### src/rtl/tccs_pkg.sv
`timescale 1ns / 1ps

package tccs_pkg;

	// Screen geometry
	localparam int COLUMNS = 80;
	localparam int ROWS    = 25;
	localparam int CELLS   = COLUMNS * ROWS;

	// Field widths fixed by the interface
	localparam int ROW_W  = 5;
	localparam int COL_W  = 7;
	localparam int CELL_W = 16;
	localparam int ADDR_W = $clog2(CELLS);

	localparam logic [ROW_W-1:0] ROW_LIMIT = ROW_W'(ROWS);
	localparam logic [COL_W-1:0] COL_LIMIT = COL_W'(COLUMNS);

	localparam logic [7:0] ATTR_RESET   = 8'h0f;
	localparam logic [7:0] NEWLINE_CODE = 8'd10;

	// Command queue between front and back
	localparam int QUEUE_DEPTH = 2;
	localparam int QPTR_W      = $clog2(QUEUE_DEPTH);
	localparam int QCNT_W      = $clog2(QUEUE_DEPTH + 1);

	typedef enum logic [1:0] {
		OP_PUT_CHAR,
		OP_NEWLINE,
		OP_READ,
		OP_READ_ZERO
	} op_t;

	typedef struct packed {
		op_t              op;
		logic [7:0]       code;
		logic [ROW_W-1:0] row;
		logic [COL_W-1:0] col;
	} cmd_t;

endpackage

### src/rtl/tccs_front.sv
`timescale 1ns / 1ps

module tccs_front import tccs_pkg::*; (
	input  logic             clk,
	input  logic             arst_n,
	input  logic             in_valid,
	output logic             in_stall,
	input  logic             kind,
	input  logic [7:0]       char_code,
	input  logic [ROW_W-1:0] read_row,
	input  logic [COL_W-1:0] read_col,
	input  logic             busy,
	output logic             cmd_valid,
	output cmd_t             cmd,
	input  logic             cmd_pop
);

	cmd_t              q_mem_q [QUEUE_DEPTH];
	logic [QPTR_W-1:0] wr_ptr_q;
	logic [QPTR_W-1:0] rd_ptr_q;
	logic [QCNT_W-1:0] count_q;
	cmd_t              cls;
	logic              push;

	// Classify the incoming item
	always_comb begin
		cls.code = char_code;
		cls.row  = read_row;
		cls.col  = read_col;
		if (kind) begin
			if (read_row < ROW_LIMIT && read_col < COL_LIMIT)
				cls.op = OP_READ;
			else
				cls.op = OP_READ_ZERO;
		end else if (char_code == NEWLINE_CODE) begin
			cls.op = OP_NEWLINE;
		end else begin
			cls.op = OP_PUT_CHAR;
		end
	end

	// Hold off transfers while full or while the store is being cleared
	assign in_stall  = busy || (count_q == QCNT_W'(QUEUE_DEPTH));
	assign push      = in_valid && !in_stall;
	assign cmd_valid = (count_q != '0);
	assign cmd       = q_mem_q[rd_ptr_q];

	// Queue storage
	always_ff @(posedge clk) begin
		if (push)
			q_mem_q[wr_ptr_q] <= cls;
	end

	// Queue pointers
	always_ff @(posedge clk or negedge arst_n) begin
		if (!arst_n) begin
			wr_ptr_q <= '0;
			rd_ptr_q <= '0;
			count_q  <= '0;
		end else begin
			if (push)
				wr_ptr_q <= wr_ptr_q + 1'b1;
			if (cmd_pop)
				rd_ptr_q <= rd_ptr_q + 1'b1;
			if (push && !cmd_pop)
				count_q <= count_q + 1'b1;
			else if (!push && cmd_pop)
				count_q <= count_q - 1'b1;
		end
	end

endmodule

### config.mk
export PLATFORM = sky130hd
export DESIGN_NAME = tccs_front
export DESIGN_NICKNAME = d
export VERILOG_FILES = /design/src/rtl/tccs_pkg.sv /design/src/rtl/tccs_front.sv
export SDC_FILE = /design/constraint.sdc
export NUM_CORES = 1
export LEC_CHECK = 0
export ABC_CLOCK_PERIOD_IN_PS = 2500
export BUFFER_PORTS_ARGS = -buffer_cell sky130_fd_sc_hd__buf_4
export CAP_MARGIN = 20
export CORE_MARGIN = 1.5
export CORE_UTILIZATION = 40
export CTS_CLUSTER_DIAMETER = 40
export CTS_CLUSTER_SIZE = 16
export DETAILED_ROUTE_END_ITERATION = 8
export GPL_TIMING_DRIVEN = 1
export MAX_ROUTING_LAYER = met4
export PLACE_DENSITY_LB_ADDON = 0.15
export SYNTH_ARGS = -nofsm -noshare
export SYNTH_HDL_FRONTEND = slang
export SYNTH_SLANG_ARGS = --single-unit
### constraint.sdc
create_clock -name clk -period 2.5 [get_ports clk]
set_input_delay 0.75 -clock clk [delete_from_list [all_inputs] [get_ports clk]]
set_output_delay 0.75 -clock clk [all_outputs]
set_load 0.05 [all_outputs]
==> out/summary.txt, run 1 <==
FILL cells: 365
Sequential cell area: 0.001421 mm2
Die ar.: 0.005020 mm2
synth unique cells: 18
synth-to-layout area growth: 28.80%
detailed placement HPWL: 2295 um
syn nets: 123
Worst Hold Class: input pin to asynchronous set/reset pin
Die X-Extent: 70.86 um
DRC: 0
final setup vio count: 0
Post-CTS Hold Fix Bufs: 0
Congestion Overflow GR: 0
placed insts: 200
multi-input logic area: 377.9 um2
overall power: 2.676 mW
I/O Buffers: 49
drt via density: 4.865
CP required: 1750 ps
initial antenna violation count: 0
Max clock buf depth: 2
final net count: 182
Tot GR Track Use: 14.45%
synth warn: 0
Post-Syn Instances: 96
CTS resizes: 0
first-pass GRT wire length: 5195 um
post-route ant nets: 0
number of diodes: 0
Max-Cap Viols: 0
FP Rows: 24
worst rel slew slack: 72.80%
TritonRoute pass-1 iters: 4
die height: 70.86 um
Tcrit/Tclk final: 86.49%
worst vdd ir: 0.0007337 V
clk_skew: 6.863 ps
worst path arrival time: 1410 ps
final hold vios: 0
Initial Util: 42.01%
Fmax: 0.4625 GHz
CP Launch Type: flop
average routed wire per standard cell: 15.16 um
Sink Count: 48
vias in the first global route: 1,181
Synth top area share: 71.74%
Synth area leader: edfxtp_1
most frequent cells in the layout: buf_4, edfxtp_1, mux2_2
clock-pin slew on the worst setup and hold paths: 80 ps
share of layout cells above drive strength 1: 52.56%
CP Max Fanout: 13
status: completed
CTS tree: done
Worst Setup End Kind: output pin
clk_lat worst skew: 290 ps
RD Place Congestion: 0.6718
power density over the cells: 1128 mW/mm2
TritonCTS Buffers: 5
routed wire length: 3153 um
largest net degree at the start of global routing: 23
core area: 0.004384 mm2
htree depth: 2
Area contributors post-synth: edfxtp_1, mux2_2, dfrtp_1
Avg Cell Area, Syn: 19.19 um2
synthesized area: 0.001842 mm2
Tmin final: 2162 ps
worst-margin pin slew: 402.9 ps
fraction of the yosys area taken by sequential cells: 77.17%
IO Count: 50
Post-CTS Setup Bufs: 0
commonest non-fill, non-tap cell in the layout: buf_4
R2R depth: 6
flops & latches, synth: 48
Non-Filler Instances: 208
RSZ-0062 raised after global routing: false
setup TNS: 0 ps
Slew Viols, Final: 0
CTS root buf: clkbuf_8
via count: 1,012
Initial DRC Count: 61
Setup CP Type: flop to output pin
Leak Pwr: 0.9165 nW
[synth_stat cells]
library cell  count
edfxtp_1         44
mux2_2           22
inv_1             6
dfrtp_1           4
xnor2_1           3
a21oi_1           2
buf_6             2
nor2_1            2
xor2_1            2
a31oi_1           1
and3_1            1
ha_1              1
nand2_1           1
nor4_1            1
nor4bb_1          1
o211ai_1          1
o21ai_0           1
o311ai_0          1
[power breakdown]
part	leakage, nW	total [mW]	internal [mW]	switching, mW
Combinational	0.428	1.20	0.423	0.775
Sequential	0.449	1.06	1.01	0.0450
Clock	0.0399	0.422	0.195	0.227
Total	0.916	2.68	1.63	1.05
[routing by layer]
layer / wire length (um) / global-route usage, % / part of all wire [%]
met1: 1145 / 14.20 / 36
met3: 212 / 5.840 / 6.7
met4: 17 / 4.403 / 0.54
met2: 1777 / 25.96 / 56
met5: 0 / - / 0
[registers in the layout, indices dropped and copies added (netlist names)]
register	flops
count_q	2
wr_ptr_q	1
rd_ptr_q	1
q_mem_q	44
[worst max-delay path, cell delays in order (launching register included)]
cell	delay, ps
dfrtp_1	350
buf_4	220
mux2_2	360
buf_4	190
[logic make-up after synthesis]
group | synth area share (%)
muxes | 13.45
and+or+nand+nor | 1.835
xor gates and xnor gates | 2.378
DFF | 77.17
adders and majority gates | 0.6792
AOI/OAI and AO/OA | 2.038
buffers and inverters | 2.445
[layout make-up]
class                      count  area share [%]
tap                           52           2.743
timing repair buffer          54           17.09
multi-input combinational     40           15.93
clock inverter                 1          0.1582
clock buffer                   7           3.217
sequential                    48           59.92
inverter                       6          0.9494
[final timing paths]
| kind | startpoint | slack (ps) | to |
|---|---|---|---|
| setup / recovery | rd_ptr_q | 340 | cmd[18] |
| hold / removal | arst_n | 240 | count_q[1] |
| setup reg to reg | count_q[0] | 950 | count_q[1] |
| hold reg to reg | wr_ptr_q | 530 | wr_ptr_q |
| max in group asynchronous | arst_n | 2160 | rd_ptr_q |
| min in group clk | wr_ptr_q | 530 | wr_ptr_q |
[metrics by stage]
stage	setup slack (ps)	hold slack [ps]	instance area, um2	util, %
global placement	524.0	508.6	2292	52.28
CTS	305.5	227.7	2372	54.11
global route	258.6	215.7	2372	54.11
finish	337.8	237.1	2372	54.11
floorplan	211.4	454.4	1842	-
detailed placement	443.7	513.4	2292	52.28
Power figures use the tool's default switching activity.
==> inputs of run 2 (changes only) <==
Settings changed: CELL_PAD_IN_SITES_DETAIL_PLACEMENT from default to 0, CELL_PAD_IN_SITES_GLOBAL_PLACEMENT from default to 1, MAX_ROUTING_LAYER met4 to default, SETUP_SLACK_MARGIN from default to 0.05.
==> out/summary.txt, run 2 (synthesis results as in run 1) <==
Initial DRC Count: 60 (-1.6%)
TritonCTS Buffers: 5 (unchanged)
multi-input logic area: 377.9 um2 (unchanged)
most frequent cells in the layout: buf_4, edfxtp_1, mux2_2
Final Util: 54.40% (+0.29 points)
final setup vio count: 0 (unchanged)
Die X-Extent: 70.86 um (unchanged)
max reg flops: 44 (unchanged)
power density over the cells: 1126 mW/mm2 (-0.18%)
CTS root buf: clkbuf_8
Post-CTS Hold Fix Bufs: 0 (unchanged)
DRC: 0 (unchanged)
clock-pin slew on the worst setup and hold paths: 80 ps (about the same)
CP Launch Type: flop
crit path cell chain: buf_4 -> mux2_2 -> buf_4
Worst Setup End Kind: output pin
Sw Ratio: 39.07% (-0.041 points)
Tot GR Track Use: 13.57% (-0.87 points)
worst-margin pin slew: 414.0 ps (+11.11 ps)
routed wire length: 3132 um (-0.67%)
worst vdd ir: 0.0006274 V (-14%)
RR Startpoint: count_q[0]
Sink Count: 48 (unchanged)
status: completed
drt via density: 4.764 (-2.1%)
IO Count: 50 (unchanged)
Slew Viols, Final: 0 (unchanged)
core area: 0.004384 mm2 (unchanged)
RSZ-0062 raised after global routing: false
Top Family by Delay on Critical Path: buffers and inverters
Pint: 1.636 mW (+0.42%)
CTS tree: done
Congestion Overflow GR: 0 (unchanged)
number of diodes: 0 (unchanged)
setup TNS: 0 ps (unchanged)
Worst Hold Class: input pin to asynchronous set/reset pin
Tmin final: 2168 ps (+5.295 ps)
Sequential cell area: 0.001421 mm2 (unchanged)
largest registers: q_mem_q (44), count_q (2)
Tcrit/Tclk final: 86.70% (+0.21 points)
CP required: 1750 ps (about the same)
worst rel slew slack: 72.05% (-0.75 points)
CTS resizes: 0 (unchanged)
die height: 70.86 um (unchanged)
synth-to-layout area growth: 29.48%
Biggest register: q_mem_q
worst setup path end: cmd[20]
Die ar.: 0.005020 mm2 (unchanged)
post-route cell area: 0.002385 mm2 (+0.53%)
max incr delay on CP: 370 ps (about the same)
Non-Filler Instances: 208 (unchanged)
CP max stage cell: mux2_2
clk_lat worst skew: 290 ps (about the same)
vias in the first global route: 1,098 (-7.0%)
R2R depth: 4 (-2)
Switch Pwr: 1.049 mW (+0.25%)
FP Rows: 24 (unchanged)
final hold vios: 0 (unchanged)
TritonRoute pass-1 iters: 3 (-1)
final net count: 182 (unchanged)
I/O Buffers: 49 (unchanged)
Comb power frac: 44.8% (about the same)
placed insts: 200 (unchanged)
post-route ant nets: 0 (unchanged)
Fmax: 0.4614 GHz (-0.24%)
Max clock buf depth: 2 (unchanged)
area post-placement: 0.002305 mm2 (+0.55%)
Reg power frac: 39.4% (about the same)
R2R setup slack: 920 ps (-30 ps)
r2r endpoint: q_mem_q[1][0]
largest net degree at the start of global routing: 17 (-26%)
Setup CP Type: flop to output pin
Leak Pwr: 0.9195 nW (+0.33%)
Levels on crit path: 3 (unchanged)
worst path arrival time: 1420 ps (about the same)
start point of the critical path: rd_ptr_q
Max-Cap Viols: 0 (unchanged)
average routed wire per standard cell: 15.06 um (-0.67%)
clk_skew: 9.903 ps (+3.041 ps)
Post-CTS Setup Bufs: 0 (unchanged)
RD Place Congestion: 0.6622 (-1.4%)
htree depth: 2 (unchanged)
commonest non-fill, non-tap cell in the layout: buf_4
Buf+Inv Stages, Crit Path: 2 (unchanged)
FILL cells: 376 (+3.0%)
CP Max Fanout: 13 (unchanged)
Clk pwr share: 15.8% (about the same)
Crit path top cell by count: buf_4
via count: 991 (-2.1%)
detailed placement HPWL: 2252 um (-1.9%)
Initial Util: 42.01% (unchanged)
share of layout cells above drive strength 1: 52.56% (unchanged)
initial antenna violation count: 0 (unchanged)
first-pass GRT wire length: 5106 um (-1.7%)
[run 2: power groups by stage]
stage          clock network (mW)  logic (mW)  registers, mW
3_5_place_dp                    0        1.22           1.08
6_report                    0.424        1.20           1.06
5_1_grt                     0.476        1.27           1.07
4_1_cts                     0.438        1.22           1.06
3_3_place_gp                    0        1.21           1.07
2_1_floorplan                   0       0.879           1.07
[run 2: through the flow]
step                hold slack, ps  power (mW)  worst slack (ps)
floorplan                    454.4       1.952             211.4
global placement             500.3       2.278             516.4
detailed placement           524.5       2.296             513.2
CTS                          231.4       2.720             312.5
global route                 221.2       2.814             269.4
finish                       238.3       2.685             332.5
[run 2: worst min-delay path by stage]
stage,startpoint,depth (start not counted),endpoint
2_1_floorplan,arst_n,0,count_q[0]
3_3_place_gp,wr_ptr_q,1,wr_ptr_q
3_5_place_dp,wr_ptr_q,1,wr_ptr_q
4_1_cts,arst_n,1,count_q[0]
5_1_grt,arst_n,1,count_q[0]
6_report,arst_n,1,count_q[0]
[run 2: cell type report]
| class | instances | share of cell area (%) |
|---|---|---|
| flip-flops and latches | 48 | 59.60 |
| clock buffers | 7 | 3.200 |
| clock inverters | 1 | 0.1574 |
| repair buffers | 54 | 17.52 |
| inverters | 6 | 0.9444 |
| multi-input cells | 40 | 15.84 |
| well taps | 52 | 2.728 |
[run 2: layer usage]
layer	wire length, um	track usage, %
met1	1286	16.27
met2	1647	23.88
met3	164	3.561
met4	34	4.403
met5	0	0
==> inputs of run 3 (changes only) <==
Settings changed: ABC_AREA from default to 1, GPL_TIMING_DRIVEN 1 to default, SETUP_SLACK_MARGIN 0.05 to default.
==> out/summary.txt, run 3 <==
die height: 71.73 um (+1.2%)
CTS tree: done
Area contributors post-synth: edfxtp_1, mux2_2, dfrtp_1
largest registers: q_mem_q (44), count_q (2)
clk_skew: 3.967 ps (-5.936 ps)
syn nets: 142 (+15%)
CTS root buf: clkbuf_8
DRC: 0 (unchanged)
FILL cells: 411 (+9.3%)
core area: 0.004444 mm2 (+1.4%)
Leak Pwr: 0.9934 nW (+8.0%)
FP Rows: 24 (unchanged)
detailed placement HPWL: 2386 um (+6.0%)
I/O Buffers: 49 (unchanged)
power density over the cells: 1115 mW/mm2 (-0.98%)
share of layout cells above drive strength 1: 48.30% (-4.3 points)
worst vdd ir: 0.0005194 V (-17%)
Sink Count: 48 (unchanged)
Max-Cap Viols: 0 (unchanged)
Die X-Extent: 71.73 um (+1.2%)
Post-synth EDFFs: 44 (unchanged)
via count: 1,068 (+7.8%)
async set-reset flop share out of synthesis: 8.333% (unchanged)
Biggest register: q_mem_q
R2R setup slack: 990 ps (+70 ps)
fraction of the yosys area taken by sequential cells: 75.23% (-1.9 points)
initial antenna violation count: 0 (unchanged)
Tmin final: 2386 ps (+218.0 ps)
drt via density: 4.684 (-1.7%)
top-count cell post-synth: edfxtp_1
Die ar.: 0.005144 mm2 (+2.5%)
Slew Viols, Final: 0 (unchanged)
Main synth FF type: edfxtp_1
Tcrit/Tclk final: 95.42% (+8.7 points)
worst path arrival time: 1640 ps (+220 ps)
RSZ-0062 raised after global routing: false
synth-to-layout area growth: 29.14%
Post-CTS Setup Bufs: 0 (unchanged)
synth unique cells: 15 (-3)
Setup CP Type: flop to output pin
Tot GR Track Use: 13.90% (+0.33 points)
first-pass GRT wire length: 5299 um (+3.8%)
post-route ant nets: 0 (unchanged)
Post-Syn Instances: 115 (+20%)
flops & latches, synth: 48 (unchanged)
setup TNS: 0 ps (unchanged)
clock-pin slew on the worst setup and hold paths: 80 ps (about the same)
final setup vio count: 0 (unchanged)
CP required: 1750 ps (about the same)
Worst Hold Class: input pin to asynchronous set/reset pin
Avg Cell Area, Syn: 16.43 um2 (-14%)
max reg flops: 44 (unchanged)
most frequent cells in the layout: buf_4, edfxtp_1, mux2_2
Initial Util: 42.51% (+0.50 points)
largest net degree at the start of global routing: 15 (-2)
routed wire length: 3255 um (+3.9%)
overall power: 2.720 mW (+1.3%)
worst rel slew slack: 78.27% (+6.2 points)
CP Launch Type: flop
Synth area leader: edfxtp_1
clk_lat worst skew: 290 ps (about the same)
TritonRoute pass-1 iters: 6 (+3)
RR Startpoint: count_q[0]
vias in the first global route: 1,178 (+7.3%)
R2R depth: 8 (+4)
area post-placement: 0.002350 mm2 (+2.0%)
TritonCTS Buffers: 5 (unchanged)
RD Place Congestion: 0.6379 (-3.7%)
commonest non-fill, non-tap cell in the layout: buf_4
CTS resizes: 0 (unchanged)
average routed wire per standard cell: 14.28 um (-5.2%)
Congestion Overflow GR: 0 (unchanged)
post-route cell area: 0.002440 mm2 (+2.3%)
status: completed
final net count: 202 (+11%)
htree depth: 2 (unchanged)
synth warn: 0 (unchanged)
Initial DRC Count: 35 (-42%)
final hold vios: 0 (unchanged)
Max clock buf depth: 2 (unchanged)
Hold Slack: 235.4 ps (-2.823 ps)
IO Count: 50 (unchanged)
synthesized area: 0.001889 mm2 (+2.6%)
synth cell count leaders: edfxtp_1, mux2_2, nand2_1
Synth top area share: 69.93% (-1.8 points)
Post-CTS Hold Fix Bufs: 0 (unchanged)
CP Max Fanout: 10 (-3)
Worst Setup End Kind: output pin
r2r endpoint: count_q[1]
worst-margin pin slew: 325.9 ps (-88.09 ps)
number of diodes: 0 (unchanged)
Fmax: 0.4192 GHz (-9.1%)
==> run 3: cell families (layout without fill, tap and decap cells) <==
kind of cell,count (synthesis),in the layout,synth area share [%]
DFF,48,48,75.23
and+or+nand+nor,26,26,5.762
muxes,22,22,13.11
buffers and inverters,14,75,3.576
xor gates and xnor gates,3,3,1.391
adders and majority gates,1,1,0.6621
AOI/OAI and AO/OA,1,1,0.2646
==> run 3: area by class of cell <==
cell class,count,area [um2],share of cell area (%)
inverters,12,45.04,1.846
repair buffers,55,412.9,16.92
clock buffers,7,86.33,3.538
flip-flops and latches,48,1421,58.26
clock inverters,1,3.754,0.1538
multi-input cells,53,405.4,16.62
well taps,52,65.06,2.667
==> run 3: worst max-delay path by stage <==
stage / from / end / slack, ps
after floorplan: busy / q_mem_q[0][0] / 190
after detailed placement: rd_ptr_q / cmd[3] / 440
after CTS: rd_ptr_q / cmd[3] / 90
after global routing: rd_ptr_q / cmd[3] / 40
after global placement: rd_ptr_q / cmd[4] / 470
final: rd_ptr_q / cmd[3] / 110
==> run 3: per-stage QoR <==
stage	utilization (%)	setup slack (ps)	cells
finish	54.90	114.4	228
global route	54.90	35.05	228
CTS	54.90	90.99	228
detailed placement	52.87	435.9	220
global placement	52.87	468.6	220
floorplan	-	192.1	115
==> run 3: critical path, stage by stage, from the launching register on <==
cell and delay [ps]:
dfrtp_1 540, buf_4 260, mux2_2 350, buf_4 190
==> run 3: power breakdown <==
part | internal [mW] | switching, mW | leakage, nW
sequential | 1.01 | 0.0583 | 0.450
clock | 0.222 | 0.239 | 0.0459
combinational | 0.423 | 0.768 | 0.498
==> run 3: routing by layer <==
layer | up-vias | GRT usage [%] | part of all wire, %
li1 | 524 | - | -
met5 | - | 0 | 0
met3 | 6 | 4.501 | 4.4
met1 | 510 | 16.54 | 42
met4 | 0 | 5.660 | 1.7
met2 | 28 | 23.35 | 52
